File: config.mk
export PLATFORM = sky130hd
export DESIGN_NAME = rdgc_cordic
export DESIGN_NICKNAME = d
export VERILOG_FILES = /design/src/rtl/radar_detection_gate_to_cartesian_macros.svh /design/src/rtl/rdgc_pkg.sv /design/src/rtl/rdgc_cordic.sv
export SDC_FILE = /design/constraint.sdc
export NUM_CORES = 2
export LEC_CHECK = 0
export BUFFER_PORTS_ARGS = -buffer_cell sky130_fd_sc_hd__buf_2
export CORE_MARGIN = 1.5
export CORE_UTILIZATION = 53
export CTS_BUF_LIST = sky130_fd_sc_hd__clkbuf_2
export DETAILED_ROUTE_END_ITERATION = 10
export PLACE_DENSITY = 0.71
export SYNTH_ARGS = -nofsm -noshare
export SYNTH_HDL_FRONTEND = slang
export SYNTH_SLANG_ARGS = --single-unit
File: constraint.sdc
create_clock -name clk_i -period 7.1 [get_ports clk_i]
set_input_delay 1.42 -clock clk_i [delete_from_list [all_inputs] [get_ports clk_i]]
set_output_delay 1.42 -clock clk_i [all_outputs]
set_load 0.01 [all_outputs]
File: src/rtl/radar_detection_gate_to_cartesian_macros.svh
// Assertion helpers for the RTL top module.
`ifndef RADAR_DETECTION_GATE_TO_CARTESIAN_MACROS_SVH
`define RADAR_DETECTION_GATE_TO_CARTESIAN_MACROS_SVH

// Condition in the same cycle.
`define RDGC_ASSERT_SAME(lbl, clk, rstn, ante, cons, msg) \
  lbl: assert property (@(posedge clk) disable iff (!rstn) (ante) |-> (cons)) \
    else $error(msg);

// Condition in the following cycle.
`define RDGC_ASSERT_NEXT(lbl, clk, rstn, ante, cons, msg) \
  lbl: assert property (@(posedge clk) disable iff (!rstn) (ante) |=> (cons)) \
    else $error(msg);

`endif

File: src/rtl/rdgc_pkg.sv
package rdgc_pkg;

  localparam int CordicStages = 16;
  localparam int TableLen     = 24;
  localparam int NumIter      = (CordicStages < TableLen) ? CordicStages : TableLen;
  // prep stage, iterations, sign fix-up stage
  localparam int CordicLat    = NumIter + 2;

  localparam int AngleW = 34;
  localparam int XyW    = 33;
  localparam int TW     = 20;
  localparam int PW     = 23;
  localparam int OutW   = 17;

  localparam logic [15:0] RangeMin  = 16'd64;
  localparam logic [16:0] ElLimit   = 17'd6433;
  localparam logic [16:0] RateLimit = 17'd12800;
  localparam logic signed [15:0] SnrMin = 16'sd768;

  localparam logic signed [XyW-1:0]    GainQ30   = 33'sd652032874;
  localparam logic signed [AngleW-1:0] PiQ30     = 34'sd3373259426;
  localparam logic signed [AngleW-1:0] HalfPiQ30 = 34'sd1686629713;

  localparam logic signed [PW-1:0] OutMax = 23'sd65535;
  localparam logic signed [PW-1:0] OutMin = -23'sd65536;

  typedef struct packed {
    logic [15:0] range_lim;
    logic [14:0] az_lim;
  } cfg_t;

  function automatic logic signed [AngleW-1:0] atan_q30(input int idx);
    logic signed [AngleW-1:0] v;
    case (idx)
      0:  v = 34'sd843314857;
      1:  v = 34'sd497837829;
      2:  v = 34'sd263043837;
      3:  v = 34'sd133525159;
      4:  v = 34'sd67021687;
      5:  v = 34'sd33543516;
      6:  v = 34'sd16775851;
      7:  v = 34'sd8388437;
      8:  v = 34'sd4194283;
      9:  v = 34'sd2097149;
      10: v = 34'sd1048576;
      11: v = 34'sd524288;
      12: v = 34'sd262144;
      13: v = 34'sd131072;
      14: v = 34'sd65536;
      15: v = 34'sd32768;
      16: v = 34'sd16384;
      17: v = 34'sd8192;
      18: v = 34'sd4096;
      19: v = 34'sd2048;
      20: v = 34'sd1024;
      21: v = 34'sd512;
      22: v = 34'sd256;
      default: v = 34'sd128;
    endcase
    return v;
  endfunction

  function automatic logic signed [OutW-1:0] sat17(input logic signed [PW-1:0] v);
    logic signed [OutW-1:0] r;
    if (v > OutMax) r = OutMax[OutW-1:0];
    else if (v < OutMin) r = OutMin[OutW-1:0];
    else r = v[OutW-1:0];
    return r;
  endfunction

endpackage

File: src/rtl/rdgc_cordic.sv
module rdgc_cordic (
  input  logic                            clk_i,
  input  logic                            en_i,
  input  logic signed [15:0]              angle_i,
  output logic signed [rdgc_pkg::XyW-1:0] cos_o,
  output logic signed [rdgc_pkg::XyW-1:0] sin_o
);
  import rdgc_pkg::*;

  logic signed [AngleW-1:0] z_q [0:NumIter];
  logic signed [XyW-1:0]    x_q [0:NumIter];
  logic signed [XyW-1:0]    y_q [0:NumIter];
  logic                     flip_q [0:NumIter];
  logic signed [XyW-1:0]    cos_q, sin_q;
  logic signed [AngleW-1:0] z_in;

  assign z_in = {angle_i[15], angle_i, 17'b0};

  // fold into +-pi/2, sign restored at the end
  always_ff @(posedge clk_i) begin
    if (en_i) begin
      x_q[0] <= GainQ30;
      y_q[0] <= '0;
      if (z_in > HalfPiQ30) begin
        z_q[0]    <= z_in - PiQ30;
        flip_q[0] <= 1'b1;
      end else if (z_in < -HalfPiQ30) begin
        z_q[0]    <= z_in + PiQ30;
        flip_q[0] <= 1'b1;
      end else begin
        z_q[0]    <= z_in;
        flip_q[0] <= 1'b0;
      end
    end
  end

  for (genvar i = 0; i < NumIter; i++) begin : g_iter
    logic signed [XyW-1:0] dx, dy;
    assign dx = y_q[i] >>> i;
    assign dy = x_q[i] >>> i;
    always_ff @(posedge clk_i) begin
      if (en_i) begin
        flip_q[i+1] <= flip_q[i];
        if (!z_q[i][AngleW-1]) begin
          x_q[i+1] <= x_q[i] - dx;
          y_q[i+1] <= y_q[i] + dy;
          z_q[i+1] <= z_q[i] - atan_q30(i);
        end else begin
          x_q[i+1] <= x_q[i] + dx;
          y_q[i+1] <= y_q[i] - dy;
          z_q[i+1] <= z_q[i] + atan_q30(i);
        end
      end
    end
  end

  always_ff @(posedge clk_i) begin
    if (en_i) begin
      cos_q <= flip_q[NumIter] ? -x_q[NumIter] : x_q[NumIter];
      sin_q <= flip_q[NumIter] ? -y_q[NumIter] : y_q[NumIter];
    end
  end

  assign cos_o = cos_q;
  assign sin_o = sin_q;
endmodule

## Word-level counts from Yosys, hierarchy flattened

Memories as Yosys holds them, arrays and structs flattened.
Cells that the tools add are included.

- Memory bits (writable): 1717
- Input port bits: 18
- Word-level logic and storage cells: 322
- Bits in registers: 66
- Memories: 4

- Add/sub/neg operators: 99
- Bitwise gates (word level): 52
- $lt $le $gt $ge: 2
- Multiplexer cells: 163

Memory list:

| name | words | width | rd ports | clocked after memory_dff | wr ports | line | RTL |
|---|---|---|---|---|---|---|---|
| z_q | 17 | 34 | 16 | 0 | 17 | rdgc_cordic.sv:10 | `logic signed [AngleW-1:0] z_q [0:NumIter];` |
| x_q | 17 | 33 | 17 | 0 | 17 | rdgc_cordic.sv:11 | `logic signed [XyW-1:0] x_q [0:NumIter];` |
| y_q | 17 | 33 | 17 | 0 | 17 | rdgc_cordic.sv:12 | `logic signed [XyW-1:0] y_q [0:NumIter];` |
| flip_q | 17 | 1 | 17 | 0 | 17 | rdgc_cordic.sv:13 | `logic flip_q [0:NumIter];` |

Operators by type and width:

| cell | count |
|---|---|
| 2-to-1 mux 33 bit | 34 |
| 2-to-1 mux 34 bit | 18 |
| 2-to-1 mux 1 bit | 111 |
| adder 34 x 22 -> 34 bit (second input constant) | 2 |
| subtractor 34 x 22 -> 34 bit (second input constant) | 2 |
| adder 33 x 18 -> 33 bit | 2 |
| adder 33 x 19 -> 33 bit | 2 |
| adder 33 x 20 -> 33 bit | 2 |
| adder 33 x 21 -> 33 bit | 2 |
| adder 33 x 22 -> 33 bit | 2 |
| adder 33 x 23 -> 33 bit | 2 |
| adder 33 x 24 -> 33 bit | 2 |
| adder 33 x 25 -> 33 bit | 2 |
| adder 33 x 26 -> 33 bit | 2 |
| adder 33 x 27 -> 33 bit | 2 |
| adder 33 x 28 -> 33 bit | 2 |
| adder 33 x 29 -> 33 bit | 2 |
| adder 33 x 30 -> 33 bit | 2 |
| adder 33 x 31 -> 33 bit | 2 |
| adder 33 x 32 -> 33 bit | 2 |
| negation 33 bit | 2 |
| subtractor 33 x 18 -> 33 bit | 2 |
| subtractor 33 x 19 -> 33 bit | 2 |
| subtractor 33 x 20 -> 33 bit | 2 |
| 47 further kinds | 111 |

## Logic depth before layout (Yosys ltp)

- Depth in word-level cells: 7
- Depth in mapped cells: 21
- Depth with buffers taken out: 20

## Worst setup path after synthesis

Ideal clock, no wire load.

- Path type: input to register
- From: in en_i
- To: mem x_q[6][32] (data pin)
- Path slack: 0.950 ns
- Stages: 20
- Data arrival time: 5.890 ns
- Required time: 6.840 ns
- Library setup time: 0.260 ns
- Buffers on the path: 4
- Cells stage by stage: clkbuf_1 clkbuf_1 nand2_1 inv_1 clkbuf_1 clkbuf_1 nor2_1 xor2_1 ha_1 a211o_1 a21oi_1 o21ai_0 a31oi_1 o21ai_0 o31ai_1 o211ai_1 a41oi_1 o21ai_0 a21oi_1 xnor2_1

RTL lines:

| element | line | RTL |
|---|---|---|
| start: declaration | rdgc_cordic.sv:3 | `input logic en_i,` |
| end: declaration | rdgc_cordic.sv:11 |  |

==> flow_metrics.py <==
metrics = {
    "logic_synthesis": {
        "yosysSeqAreaShare": 0.370,
        "ys_warn_count": 0,
        "ys_types": 88,
        "synthCells": 12049,
        "synth-seq-cells": 1457,
        "async_flop_share": 0,
        "synth_edf_count": 1457,
        "synth_top_flop_cell": "edfxtp_1",
        "syn_area_per_cell_sq_um": 9.83,
        "syn_nets": 13437,
        "synth_area_sq_um": 118000,
    },
    "layout": {
        "finalNetCount": 13835,
        "drive_gt1_frac": 0.0706,
        "final_cell_mix": "edfxtp_1, ha_1, xnor2_1",
        "final_common_cell": "edfxtp_1",
        "fin_util": 0.568,
        "syn2layout_area_growth_pct": 6.63,
    },
    "cts": {
        "insertion_delay_ps": 1980,
        "post_cts_resized": 0,
        "cts_max_path_buffers": 4,
        "clk_pin_slew_ps": 100,
        "cts_setup_buffers": 0,
        "cts.sinks": 1457,
        "cts_tree": "yes",
        "root_buffer": "clkbuf_2",
        "numCtsBuffers": 394,
        "ctsHoldBuffers": 24,
        "cts_max_level": 5,
    },
    "die": {
        "boundaryPins": 84,
        "chipWidth_um": 476,
        "core-area_sq_um": 222000,
        "start_util": 0.533,
        "fp-row-count": 173,
        "die_y_um": 476,
        "dieArea_sq_um": 226000,
    },
    "min_path": {
        "hold_class": "reg -> reg",
        "min_path_cells": 0,
        "hold_end": "flip_q[0][6]$_DFFE_PP_",
        "hp-start": "flip_q[0][5]$_DFFE_PP_",
    },
    "routing": {
        "drt-total-wl_um": 308000,
        "avgViaCountPerCell": 5.95,
        "drtIter0Drc": 6950,
        "num_vias": 93356,
        "dr.pass1.iters": 8,
        "drc": 0,
        "drt-wirelength-per-cell_um": 19.6,
        "ant_nets": 0,
    },
    "global_route": {
        "overflow": 0,
        "grt_max_degree": 158,
        "antenna_found_initial": 5,
        "grt_use_total": 0.267,
        "grt_pass1_wl_um": 486000,
        "grt_pass1_vias": 90722,
    },
    "critical_path": {
        "end_kind": "flop",
        "crit_type": "reg -> reg",
        "r2r_setup_slack_ps": 1410,
        "crit_fanout": 5,
        "critPathArrivalTime_ps": 7300,
        "required_ps": 8700,
        "cp-start-kind": "flop",
        "rr_endpoint": "y_q[5][32]$_DFFE_PP_",
        "r2r_cells": 19,
        "r2r-start": "x_q[4][9]$_DFFE_PP_",
    },
    "sta": {
        "fin_crit_ps": 5690,
        "grt_setup_unrepaired": "no",
        "relSlewSlack": 0.113,
        "setup_viol": 0,
        "fin_skew_ps": 234,
        "final-hold-violation-count": 0,
        "worst_pin_slew_ps": 1330,
        "fmax_mhz": 176,
        "final_max_slew_viol_count": 0,
        "post-route-period-util": 0.802,
        "tns_ps": 0,
    },
    "run_status": {
        "status": "finished clean",
    },
    "placed_design": {
        "dp_hpwl_um": 241000,
        "place.gp.congestion": 0.953,
        "io_buffers": 83,
    },
    "flow_run": {
        "cap_viol_max_count": 0,
    },
}
==> state kept, by name, indices dropped and copies added, names as in the netlist <==
register  cells
y_q         496
x_q         470
z_q         408
cos_o        33
sin_o        33
flip_q       17
==> area by class of cell <==
class,count,area [sq um]
well taps,2975,3720
inverters,471,1770
repair buffers,203,1490
clock buffers,507,2540
fillers,19671,95900
flip-flops and latches,1457,43800
multi-input cells,9920,72100
clock inverters,145,818
diodes,11,27.5
==> per-layer routing <==
| layer | track usage | wire (um) | share of wire | vias up |
|---|---|---|---|---|
| met5 | 0 | 13 | 0.000042 | - |
| met4 | 0.0880 | 9500 | 0.031 | 2 |
| met3 | 0.0387 | 15900 | 0.052 | 541 |
| met2 | 0.444 | 144000 | 0.47 | 2516 |
| met1 | 0.355 | 138000 | 0.45 | 44458 |
| li1 | - | - | - | 45839 |
==> worst max-delay path by stage <==
stage,start,endpoint,slack (ps)
3_5_place_dp,en_i,z_q[10][33]$_DFFE_PP_,690
3_3_place_gp,en_i,y_q[10][29]$_DFFE_PP_,760
4_1_cts,x_q[4][9]$_DFFE_PP_,y_q[5][32]$_DFFE_PP_,1410
6_report,x_q[4][9]$_DFFE_PP_,y_q[5][32]$_DFFE_PP_,1410
2_1_floorplan,en_i,x_q[6][32]$_DFFE_PP_,950
5_1_grt,x_q[5][7]$_DFFE_PP_,y_q[6][31]$_DFFE_PP_,850
==> cell families after synthesis <==
family	count (synthesis)	synth area share
AOI/OAI and AO/OA	3630	0.194
xor gates and xnor gates	1842	0.136
adders and majority gates	1370	0.147
buffers and inverters	672	0.0213
DFF	1457	0.370
muxes	118	0.0106
and+or+nand+nor	2960	0.121
==> synth_stat cells (45+ instances only) <==
cell type  number  area share
edfxtp_1     1457        0.37
ha_1         1329        0.14
xnor2_1      1273       0.094
a21oi_1      1270       0.054
nor2_1        888       0.028
nand2_1       684       0.022
o21ai_0       632       0.027
xor2_1        568       0.042
a21o_1        567       0.036
inv_1         466       0.015
nor3_1        267       0.011
nand2b_1      206       0.011
nand3_1       180      0.0076
o21bai_1      173       0.011
o31ai_1       169       0.011
clkbuf_1      167      0.0053
nor2b_1       152      0.0080
o21a_1        149      0.0094
a31oi_1       123      0.0065
a211oi_1       95      0.0060
nor4_1         92      0.0049
and3_1         90      0.0048
nand4_1        80      0.0042
or3_1          69      0.0036
mux2i_1        61      0.0052
mux2_2         57      0.0054
and2_1         55      0.0029
o41ai_1        54      0.0040
or4_1          49      0.0031
o211ai_1       45      0.0029
==> worst max-delay path: stages (launching register included) <==
cell and delay (ps):
edfxtp_1 520, or4_1 580, nor4_1 290, nand2b_1 150, nor4_1 680, nor2b_1 430, nor2_1 90, xnor2_1 140
ha_1 350, a21oi_1 170, nor2b_1 80, o41ai_1 360, o21ai_0 160, o311ai_0 390, buf_4 200, a21oi_1 100
o31ai_1 350, o21ai_0 130, a21oi_1 190, xnor2_1 100
==> per-stage QoR <==
step	instances	setup WS (ps)	area, sq um	hold WS (ps)
2_1_floorplan	12049	950	118000	400
3_3_place_gp	15002	756	123000	402
3_5_place_dp	15002	695	123000	406
4_1_cts	15678	1410	126000	209
5_1_grt	15687	853	126000	278
6_report	15689	1410	126000	407
Power is not shown: default switching activity piles up to over one toggle a cycle in this logic, so the estimate is an artifact.
