**config.mk**
```make
export PLATFORM = sky130hd
export DESIGN_NAME = rdgc_gate
export DESIGN_NICKNAME = d
export VERILOG_FILES = /design/src/rtl/radar_detection_gate_to_cartesian_macros.svh /design/src/rtl/rdgc_pkg.sv /design/src/rtl/rdgc_gate.sv
export SDC_FILE = /design/constraint.sdc
export NUM_CORES = 1
export LEC_CHECK = 0
export BUFFER_PORTS_ARGS = -buffer_cell sky130_fd_sc_hd__buf_2
export CAP_MARGIN = 20
export CORE_ASPECT_RATIO = 1.25
export CORE_UTILIZATION = 47
export DETAILED_ROUTE_END_ITERATION = 8
export PLACE_DENSITY_LB_ADDON = 0.3
export SYNTH_ARGS = -nofsm -noshare
export SYNTH_HDL_FRONTEND = slang
export SYNTH_SLANG_ARGS = --single-unit
```
**constraint.sdc**
```tcl
create_clock -name clk_i -period 0.8 [get_ports clk_i]
set_input_delay 0.12 -clock clk_i [delete_from_list [all_inputs] [get_ports clk_i]]
set_output_delay 0.12 -clock clk_i [all_outputs]
set_load 0.005 [all_outputs]
```
**src/rtl/radar_detection_gate_to_cartesian_macros.svh**
```systemverilog
// Assertion helpers for the RTL top module.
`ifndef RADAR_DETECTION_GATE_TO_CARTESIAN_MACROS_SVH
`define RADAR_DETECTION_GATE_TO_CARTESIAN_MACROS_SVH

// Condition in the same cycle.
`define RDGC_ASSERT_SAME(lbl, clk, rstn, ante, cons, msg) \
  lbl: assert property (@(posedge clk) disable iff (!rstn) (ante) |-> (cons)) \
    else $error(msg);

// Condition in the following cycle.
`define RDGC_ASSERT_NEXT(lbl, clk, rstn, ante, cons, msg) \
  lbl: assert property (@(posedge clk) disable iff (!rstn) (ante) |=> (cons)) \
    else $error(msg);

`endif

```
**src/rtl/rdgc_pkg.sv**
```systemverilog
package rdgc_pkg;

  localparam int CordicStages = 16;
  localparam int TableLen     = 24;
  localparam int NumIter      = (CordicStages < TableLen) ? CordicStages : TableLen;
  // prep stage, iterations, sign fix-up stage
  localparam int CordicLat    = NumIter + 2;

  localparam int AngleW = 34;
  localparam int XyW    = 33;
  localparam int TW     = 20;
  localparam int PW     = 23;
  localparam int OutW   = 17;

  localparam logic [15:0] RangeMin  = 16'd64;
  localparam logic [16:0] ElLimit   = 17'd6433;
  localparam logic [16:0] RateLimit = 17'd12800;
  localparam logic signed [15:0] SnrMin = 16'sd768;

  localparam logic signed [XyW-1:0]    GainQ30   = 33'sd652032874;
  localparam logic signed [AngleW-1:0] PiQ30     = 34'sd3373259426;
  localparam logic signed [AngleW-1:0] HalfPiQ30 = 34'sd1686629713;

  localparam logic signed [PW-1:0] OutMax = 23'sd65535;
  localparam logic signed [PW-1:0] OutMin = -23'sd65536;

  typedef struct packed {
    logic [15:0] range_lim;
    logic [14:0] az_lim;
  } cfg_t;

  function automatic logic signed [AngleW-1:0] atan_q30(input int idx);
    logic signed [AngleW-1:0] v;
    case (idx)
      0:  v = 34'sd843314857;
      1:  v = 34'sd497837829;
      2:  v = 34'sd263043837;
      3:  v = 34'sd133525159;
      4:  v = 34'sd67021687;
      5:  v = 34'sd33543516;
      6:  v = 34'sd16775851;
      7:  v = 34'sd8388437;
      8:  v = 34'sd4194283;
      9:  v = 34'sd2097149;
      10: v = 34'sd1048576;
      11: v = 34'sd524288;
      12: v = 34'sd262144;
      13: v = 34'sd131072;
      14: v = 34'sd65536;
      15: v = 34'sd32768;
      16: v = 34'sd16384;
      17: v = 34'sd8192;
      18: v = 34'sd4096;
      19: v = 34'sd2048;
      20: v = 34'sd1024;
      21: v = 34'sd512;
      22: v = 34'sd256;
      default: v = 34'sd128;
    endcase
    return v;
  endfunction

  function automatic logic signed [OutW-1:0] sat17(input logic signed [PW-1:0] v);
    logic signed [OutW-1:0] r;
    if (v > OutMax) r = OutMax[OutW-1:0];
    else if (v < OutMin) r = OutMin[OutW-1:0];
    else r = v[OutW-1:0];
    return r;
  endfunction

endpackage

```
**src/rtl/rdgc_gate.sv**
```systemverilog
module rdgc_gate (
  input  logic                clk_i,
  input  logic                rst_ni,
  input  logic                en_i,
  input  logic                valid_i,
  input  logic [15:0]         range_i,
  input  logic signed [15:0]  azimuth_i,
  input  logic signed [15:0]  elevation_i,
  input  logic signed [15:0]  doppler_i,
  input  logic signed [15:0]  snr_i,
  input  rdgc_pkg::cfg_t      cfg_i,
  output logic                valid_o,
  output logic [15:0]         range_o,
  output logic signed [15:0]  azimuth_o,
  output logic signed [15:0]  elevation_o
);
  import rdgc_pkg::*;

  logic        valid_q;
  logic [15:0] range_q;
  logic signed [15:0] az_q, el_q;
  logic [16:0] az_abs, el_abs, rate_abs;
  logic        pass;

  function automatic logic [16:0] abs17(input logic signed [15:0] v);
    logic signed [16:0] e;
    e = {v[15], v};
    return v[15] ? 17'(-e) : 17'(e);
  endfunction

  assign az_abs   = abs17(azimuth_i);
  assign el_abs   = abs17(elevation_i);
  assign rate_abs = abs17(doppler_i);

  assign pass = (range_i >= RangeMin) && (range_i <= cfg_i.range_lim)
             && (az_abs <= {2'b00, cfg_i.az_lim})
             && (el_abs <= ElLimit) && (rate_abs <= RateLimit)
             && (snr_i >= SnrMin);

  always_ff @(posedge clk_i or negedge rst_ni) begin
    if (!rst_ni) begin
      valid_q <= 1'b0;
    end else if (en_i) begin
      valid_q <= valid_i && pass;
    end
  end

  always_ff @(posedge clk_i) begin
    if (en_i) begin
      range_q <= range_i;
      az_q    <= azimuth_i;
      el_q    <= elevation_i;
    end
  end

  assign valid_o     = valid_q;
  assign range_o     = range_q;
  assign azimuth_o   = az_q;
  assign elevation_o = el_q;
endmodule

```
-- After elaboration in Yosys (flattened, before gate mapping)
Index checks and enable logic that the tools add are counted.
W data, S select, Z words.
- bits of input ports: 115
- word-level logic and storage cells: 22
- flip-flop bits (word level): 49
- output and inout bits: 49
- $lt $le $gt $ge: 6
- mux-type cells: 3
- reduce and logical (&&, ||, !) cells: 6
- add/sub/neg operators: 3
- operator list (operator ; count):
    $mux W17 ; 3
    $neg A16 Y17 ; 3
    $le A17 B13 Y1 const B ; 1
    $le A17 B14 Y1 const B ; 1
    $le A17 B15 Y1 ; 1
    $ge A16 B11 Y1 const B ; 1
    $ge A16 B7 Y1 const B ; 1
    $le A16 B16 Y1 ; 1
    $logic_and A1 B1 Y1 ; 6

-- Depth between registers and ports, before layout
Gate-level depths: netlist of run 1.
- depth in word-level cells: 8
- depth in mapped cells: 14
- depth with buffers taken out: 14

-- Least setup slack after synthesis of run 1
Ideal clock, no wire load.
- kind: input to register
- start point: in azimuth_i[3]
- end point: reg valid_q, in the netlist valid_o
- required time: 0.719 ns
- path slack: -1.841 ns
- data arrival time: 2.561 ns
- cell stages on the path: 12
- library setup time: 0.081 ns
- path buffers: 0
- cells stage by stage: or4_1 nor4_1 nand2b_1 o41ai_1 xnor2_1 ha_1 nand2_1 nor2_1 nand4_1 o32ai_1 o2111ai_1 o22ai_2
- word-level cells in the longest chain between the ends: 8
- RTL lines (element ; line ; source):
    start, declared ; rdgc_gate.sv:7 ; input logic signed [15:0] azimuth_i,
    $neg A16 Y17 ; rdgc_gate.sv:28 ; return v[15] ? 17'(-e) : 17'(e);
    $mux W17 (*) ; rdgc_gate.sv:28 ;
    $le A17 B15 Y1 (*) ; rdgc_gate.sv:36 ; && (az_abs <= {2'b00, cfg_i.az_lim})
    $logic_and A1 B1 Y1 (*) ; rdgc_gate.sv:36 ;
    $logic_and A1 B1 Y1 (*) (2 in series) ; rdgc_gate.sv:37 ; && (el_abs <= ElLimit) && (rate_abs <= RateLimit)
    $logic_and A1 B1 Y1 (*) ; rdgc_gate.sv:38 ; && (snr_i >= SnrMin);
    $logic_and A1 B1 Y1 (*) ; rdgc_gate.sv:44 ; valid_q <= valid_i && pass;
    end signal, assigned ; rdgc_gate.sv:44 ;
    end, declared ; rdgc_gate.sv:19 ; logic valid_q;
Every way passes the cells marked *; elsewhere a longest branch is shown, timed or not.
A chain may end at the register's enable or synchronous reset.

-- Worst setup path in the final report of run 1
Same ends and word-level chain as after synthesis.

==> results of run 1 <==
[final timing paths]
path,start,to,slack (ns),cells past startpoint
worst max register to register,valid_o$_DFFE_PN0P_,valid_o$_DFFE_PN0P_,-0.10,4
worst max-delay path,azimuth_i[3],valid_o$_DFFE_PN0P_,-1.74,14
worst min-delay path,azimuth_i[0],azimuth_o[0]$_DFFE_PP_,0.01,1
max in group asynchronous,rst_ni,valid_o$_DFFE_PN0P_,0.58,2
min in group asynchronous,rst_ni,valid_o$_DFFE_PN0P_,0.14,2
worst min register to register,valid_o$_DFFE_PN0P_,valid_o$_DFFE_PN0P_,0.79,4
[cells in the final DEF (no fill, tap or decap), types with 11 or more instances in the layout]
master,count
nand2_1,16
buf_4,84
ha_1,34
o21ai_0,11
a21oi_1,12
buf_2,153
edfxtp_1,48
nor2_1,12
inv_1,40
xnor2_1,18
[final cells by class]
class	instances	share of cell area
Timing Repair Buffer	245	0.294
Clock buffer	5	0.0136
Tap cell	90	0.0222
Sequential cell	49	0.290
Inverter	40	0.0296
Clock inverter	3	0.00346
Multi-Input combinational cell	230	0.347
[report_power, final]
part / switching [mW] / internal (mW)
registers: 0.0414 / 3.03
logic: 0.877 / 0.984
clock network: 0.878 / 0.608
total: 1.80 / 4.63
[state kept, by name, indices dropped and copies added (netlist names)]
| name | cells |
|---|---|
| valid_o | 1 |
| range_o | 16 |
| elevation_o | 16 |
| azimuth_o | 16 |
[per-stage QoR]
stage               setup WS (ns)  cells
detailed placement          -2.19    648
global route                -1.89    662
finish                      -1.74    662
CTS                         -1.73    660
global placement            -1.99    648
floorplan                   -1.72    325
[Yosys cell counts (all sizes together) (4+ instances only)]
cell type,count,area [sq um]
or4,5,37.5
nand4,8,50.1
a31oi,5,31.3
a21o,5,37.5
a211o,4,35.0
edfxtp,48,1440
a211oi,5,37.5
o311ai,4,42.6
o41ai,4,35.0
clkbuf,5,18.8
nor3,10,50.1
inv,40,150
o31ai,6,45.0
a21oi,12,60.1
nand2,17,63.8
nand3,9,45.0
nor2,13,48.8
o21ai,12,60.1
xnor2,18,158
ha,34,425
mux2i,4,40.0
nor2b,6,37.5
nand2b,6,37.5
nor4,7,43.8
[routing by layer]
metal	track usage	up-vias	routed length, microns
met3	0.0310	21	449
met2	0.448	136	4810
li1	-	1734	-
met4	0.101	0	231
met5	0	-	0
met1	0.290	1636	3820
[cells by family after synthesis]
family                   Yosys count
multiplexers                       5
AO/OA/AOI/OAI                     74
buffers and inverters             46
adder cells (fa/ha/maj)           34
XOR/XNOR                          19
flip-flops                        49
AND/OR/NAND/NOR                   98
[what timing repair did]
action | 4_1_cts | 5_1_grt
setup buffers | 1 | 1
gates cloned | 0 | 0
endpoints found under the hold margin | 3 | 1
endpoints found under the setup margin | 98 | 50
hold buffers | 3 | 1
gates resized for setup | 6 | 4
==> metrics.cfg, run 1 <==
[status]
status = finished with violations
violations = negative setup slack

[cells_and_area]
post-route-util = 0.730
synthToLayoutAreaGrowth_pct = 50.9
multiInputGateArea_sq_mm = 0.00176
fillCellCount = 533
n_antenna_cell = 0
final_nets = 720
post_route_cells_drive_above_1_share = 0.456
seq_area_sq_mm = 0.00147
finish.instance_area_sq_mm = 0.00506

[power_and_ir_drop]
p_per_area_mw_per_mm2 = 1270
ir_drop_mv = 0.959
leakagePower_nw = 2.40
power_mw = 6.42

[placed_design]
gp_congestion = 0.837
dp_hpwl_microns = 7520
port_buffers = 155
place_area_sq_mm = 0.00488

[worst_setup_path]
cp.required_ns = 0.98
slowest_delay_ns = 0.56
cp-start-kind = primary input
slowest_stage = or4_4
critical-path-top-delay-family = simple AND/OR/NAND/NOR gates
worst_ep_arrival_time_ns = 2.73
critPathMaxFanout = 3
cp_num_buf_inv = 1
endpoint_kind = flop
cp_cell_sequence = buf_6 > or4_4 > nor4_4 > nand2b_1 > o41ai_2 > xnor2_1 > ha_1 > nand2_2 > nor2_4 > nand4_1 > a21oi_1 > a211oi_1 > o2111ai_1 > o22ai_2
crit_type = primary input to flop

[yosys]
synth_nets = 474
synth_seq_cells = 49
yosysSeqAreaShare = 0.437
synth_top_family_by_area = simple AND/OR/NAND/NOR gates
synth_fa_ha_area_frac = 0.127
synthMuxAreaShare = 0.0153
post_synth_xor_area_fraction = 0.0496
yosysWarningCount = 0
syn_inst = 325
synthSimpleGateAreaFrac = 0.162
yosysUniqueCellTypes = 50
synth_edf_count = 48
synthFlopType = edfxtp_1
synth-compound-area-share = 0.157
syn_avg_cell_area_sq_um = 10.3
synth_area_sq_mm = 0.00336
async_flop_share = 0.0204

[global_routing]
grt_pass1_vias = 3281
grt_usage = 0.245
grt_max_degree = 50
grt_pass1_wl_microns = 14400
grt.overflow.total = 0
antenna_found_initial = 0

[sta]
maxSlewViolCount = 0
setup_viol_count_final = 50
max_slew.worst_pin.slew_ns = 0.465
fin_skew_ns = 0
slew_headroom = 0.690
rsz0062_at_grt = yes
hold_viol = 0
whs_ns = 0.0144
min_period_ns = 2.54
fmax_ghz = 0.393
tns_ns = -7.70
fin_crit_sh = 3.18
finalWorstSetupSlack_ns = -1.74

[floorplanning]
initial_core_util = 0.484
rows = 34
die_w_microns = 77.6
ios = 164
core_area_sq_mm = 0.00693
die_h_microns = 96.5
die_area_sq_mm = 0.00748

[detailed_routing]
via_per_inst = 5.33
vias = 3527
wire_per_inst_microns = 14.1
drt_iter0_drc = 132
routed_wl_microns = 9320
first_pass_iters = 4
ant_nets = 0
drc = 0

[clocking]
path_clk_slew_ns = 0.09
cts_htree_levels = 2
clock_latency_ns = 0.30
cts_buffers = 5
cts_tree = done
clock_path_buffers = 2
cts_root_buffer = clkbuf_8
clkSinkCount = 49

[hold_path]
hold_path.class = primary input to flop

[flow_run]
max-cap-violations = 0

Note: power is estimated with default switching activity, not from simulation.
==> inputs of run 2 (changes only) <==
Settings changed: REMOVE_ABC_BUFFERS set to 1.
==> metrics.cfg, run 2 (synthesis gave the netlist of run 1 again) <==
[hold_path]
hp-start = azimuth_i[0]
hold_path.class = primary input to flop

[flow_run]
max-cap-violations = 0

[clocking]
cts_htree_levels = 2
cts_root_buffer = clkbuf_8
cts_buffers = 5
clock_path_buffers = 2
clkSinkCount = 49
path_clk_slew_ns = 0.10
clock_latency_ns = 0.30
cts_tree = done

[detailed_routing]
vias = 3556
wire_per_inst_microns = 14.2
drc = 0
via_per_inst = 5.29
ant_nets = 0
first_pass_iters = 4
drt_iter0_drc = 104
routed_wl_microns = 9560

[floorplanning]
ios = 164
initial_core_util = 0.484
die_area_sq_mm = 0.00748
die_w_microns = 77.6
core_area_sq_mm = 0.00693
rows = 34
die_h_microns = 96.5

[status]
violations = negative setup slack
status = finished with violations

[sta]
setup_viol_count_final = 50
slew_headroom = 0.678
fmax_ghz = 0.386
rsz0062_at_grt = yes
hold_viol = 0
maxSlewViolCount = 0
whs_ns = 0.00863
finalWorstSetupSlack_ns = -1.79
tns_ns = -8.25
fin_crit_sh = 3.24
min_period_ns = 2.59
max_slew.worst_pin.slew_ns = 0.483
fin_skew_ns = 0

[cells_and_area]
n_antenna_cell = 0
post_route_cells_drive_above_1_share = 0.471
layout_common_cells = buf_2 (154), buf_4 (91), edfxtp_1 (48)
layoutNonFillerInstCount = 672
final_common_cell = buf_2
seq_area_sq_mm = 0.00147
fillCellCount = 516
post-route-util = 0.751
synthToLayoutAreaGrowth_pct = 55.2
final_nets = 730
multiInputGateArea_sq_mm = 0.00179

[global_routing]
antenna_found_initial = 0
grt.overflow.total = 0
grt_pass1_vias = 3394
grt_max_degree = 50
grt_pass1_wl_microns = 14900
grt_usage = 0.254

[worst_setup_path]
endpoint_kind = flop
cp_cell_sequence = buf_6 > or4_4 > nor4_4 > buf_4 > nand2b_4 > o21ai_0 > xnor2_1 > ha_1 > nand3_1 > nor2_2 > nand4_1 > o32ai_2 > o2111ai_2 > o22ai_2
crit_type = primary input to flop
critPathMaxFanout = 3
critical-path-top-delay-family = simple AND/OR/NAND/NOR gates
slowest_delay_ns = 0.55
crit_start = azimuth_i[3]
slowest_stage = or4_4
regToRegStartpoint = valid_o$_DFFE_PN0P_
cp_num_buf_inv = 2
cp.required_ns = 1.03
worst_ep_arrival_time_ns = 2.82
cp-start-kind = primary input

[placed_design]
dp_hpwl_microns = 7710
gp_congestion = 0.858
dpl.cell_count = 655
port_buffers = 155

[power_and_ir_drop]
leakagePower_nw = 2.47
p_per_area_mw_per_mm2 = 1320
ir_drop_mv = 1.12

[run 2: final timing paths]
check	to	slack, ns	depth (start not counted)
setup / recovery	valid_o$_DFFE_PN0P_	-1.79	14
hold reg to reg	valid_o$_DFFE_PN0P_	0.76	4
hold / removal	azimuth_o[0]$_DFFE_PP_	0.009	1
max in group asynchronous	valid_o$_DFFE_PN0P_	0.56	2
setup reg to reg	valid_o$_DFFE_PN0P_	-0.08	4
min in group asynchronous	valid_o$_DFFE_PN0P_	0.15	2
[run 2: per-layer routing]
metal,part of all wire,GRT usage,vias up
met1,0.39,0.278,1668
met3,0.038,0.0319,16
li1,-,-,1752
met2,0.55,0.491,120
met4,0.022,0.112,0
met5,0,0,-
[run 2: cell type report]
type / instances / share of cell area
timing repair buffer: 255 / 0.301
clock buffer: 5 / 0.0132
sequential: 49 / 0.282
inverter: 40 / 0.0288
tap: 90 / 0.0216
clock inverter: 3 / 0.00961
multi-input combinational: 230 / 0.344
[run 2: where the power goes]
part / leakage [nW] / switching, mW / internal [mW]
sequential: 0.484 / 0.0418 / 3.03
clock: 0.0603 / 0.942 / 0.960
combinational: 1.93 / 0.897 / 1.02
total: 2.47 / 1.88 / 5.01
[run 2: what timing repair did]
item | in CTS | in global routing
setup endpoints to repair | 98 | 50
hold endpoints to repair | 7 | 0
buffers inserted | 1 | 1
hold buffers | 7 | 0
pin swaps | 0 | 1
resized for setup | 4 | 11
[run 2: stage by stage]
step	instance area (sq um)	setup slack (ns)	total power [mW]
floorplan	3330	-1.84	3.80
global placement	4920	-2.18	4.87
CTS	5140	-1.88	6.88
finish	5210	-1.79	6.89
detailed placement	4920	-2.39	4.95
global route	5210	-1.94	7.22
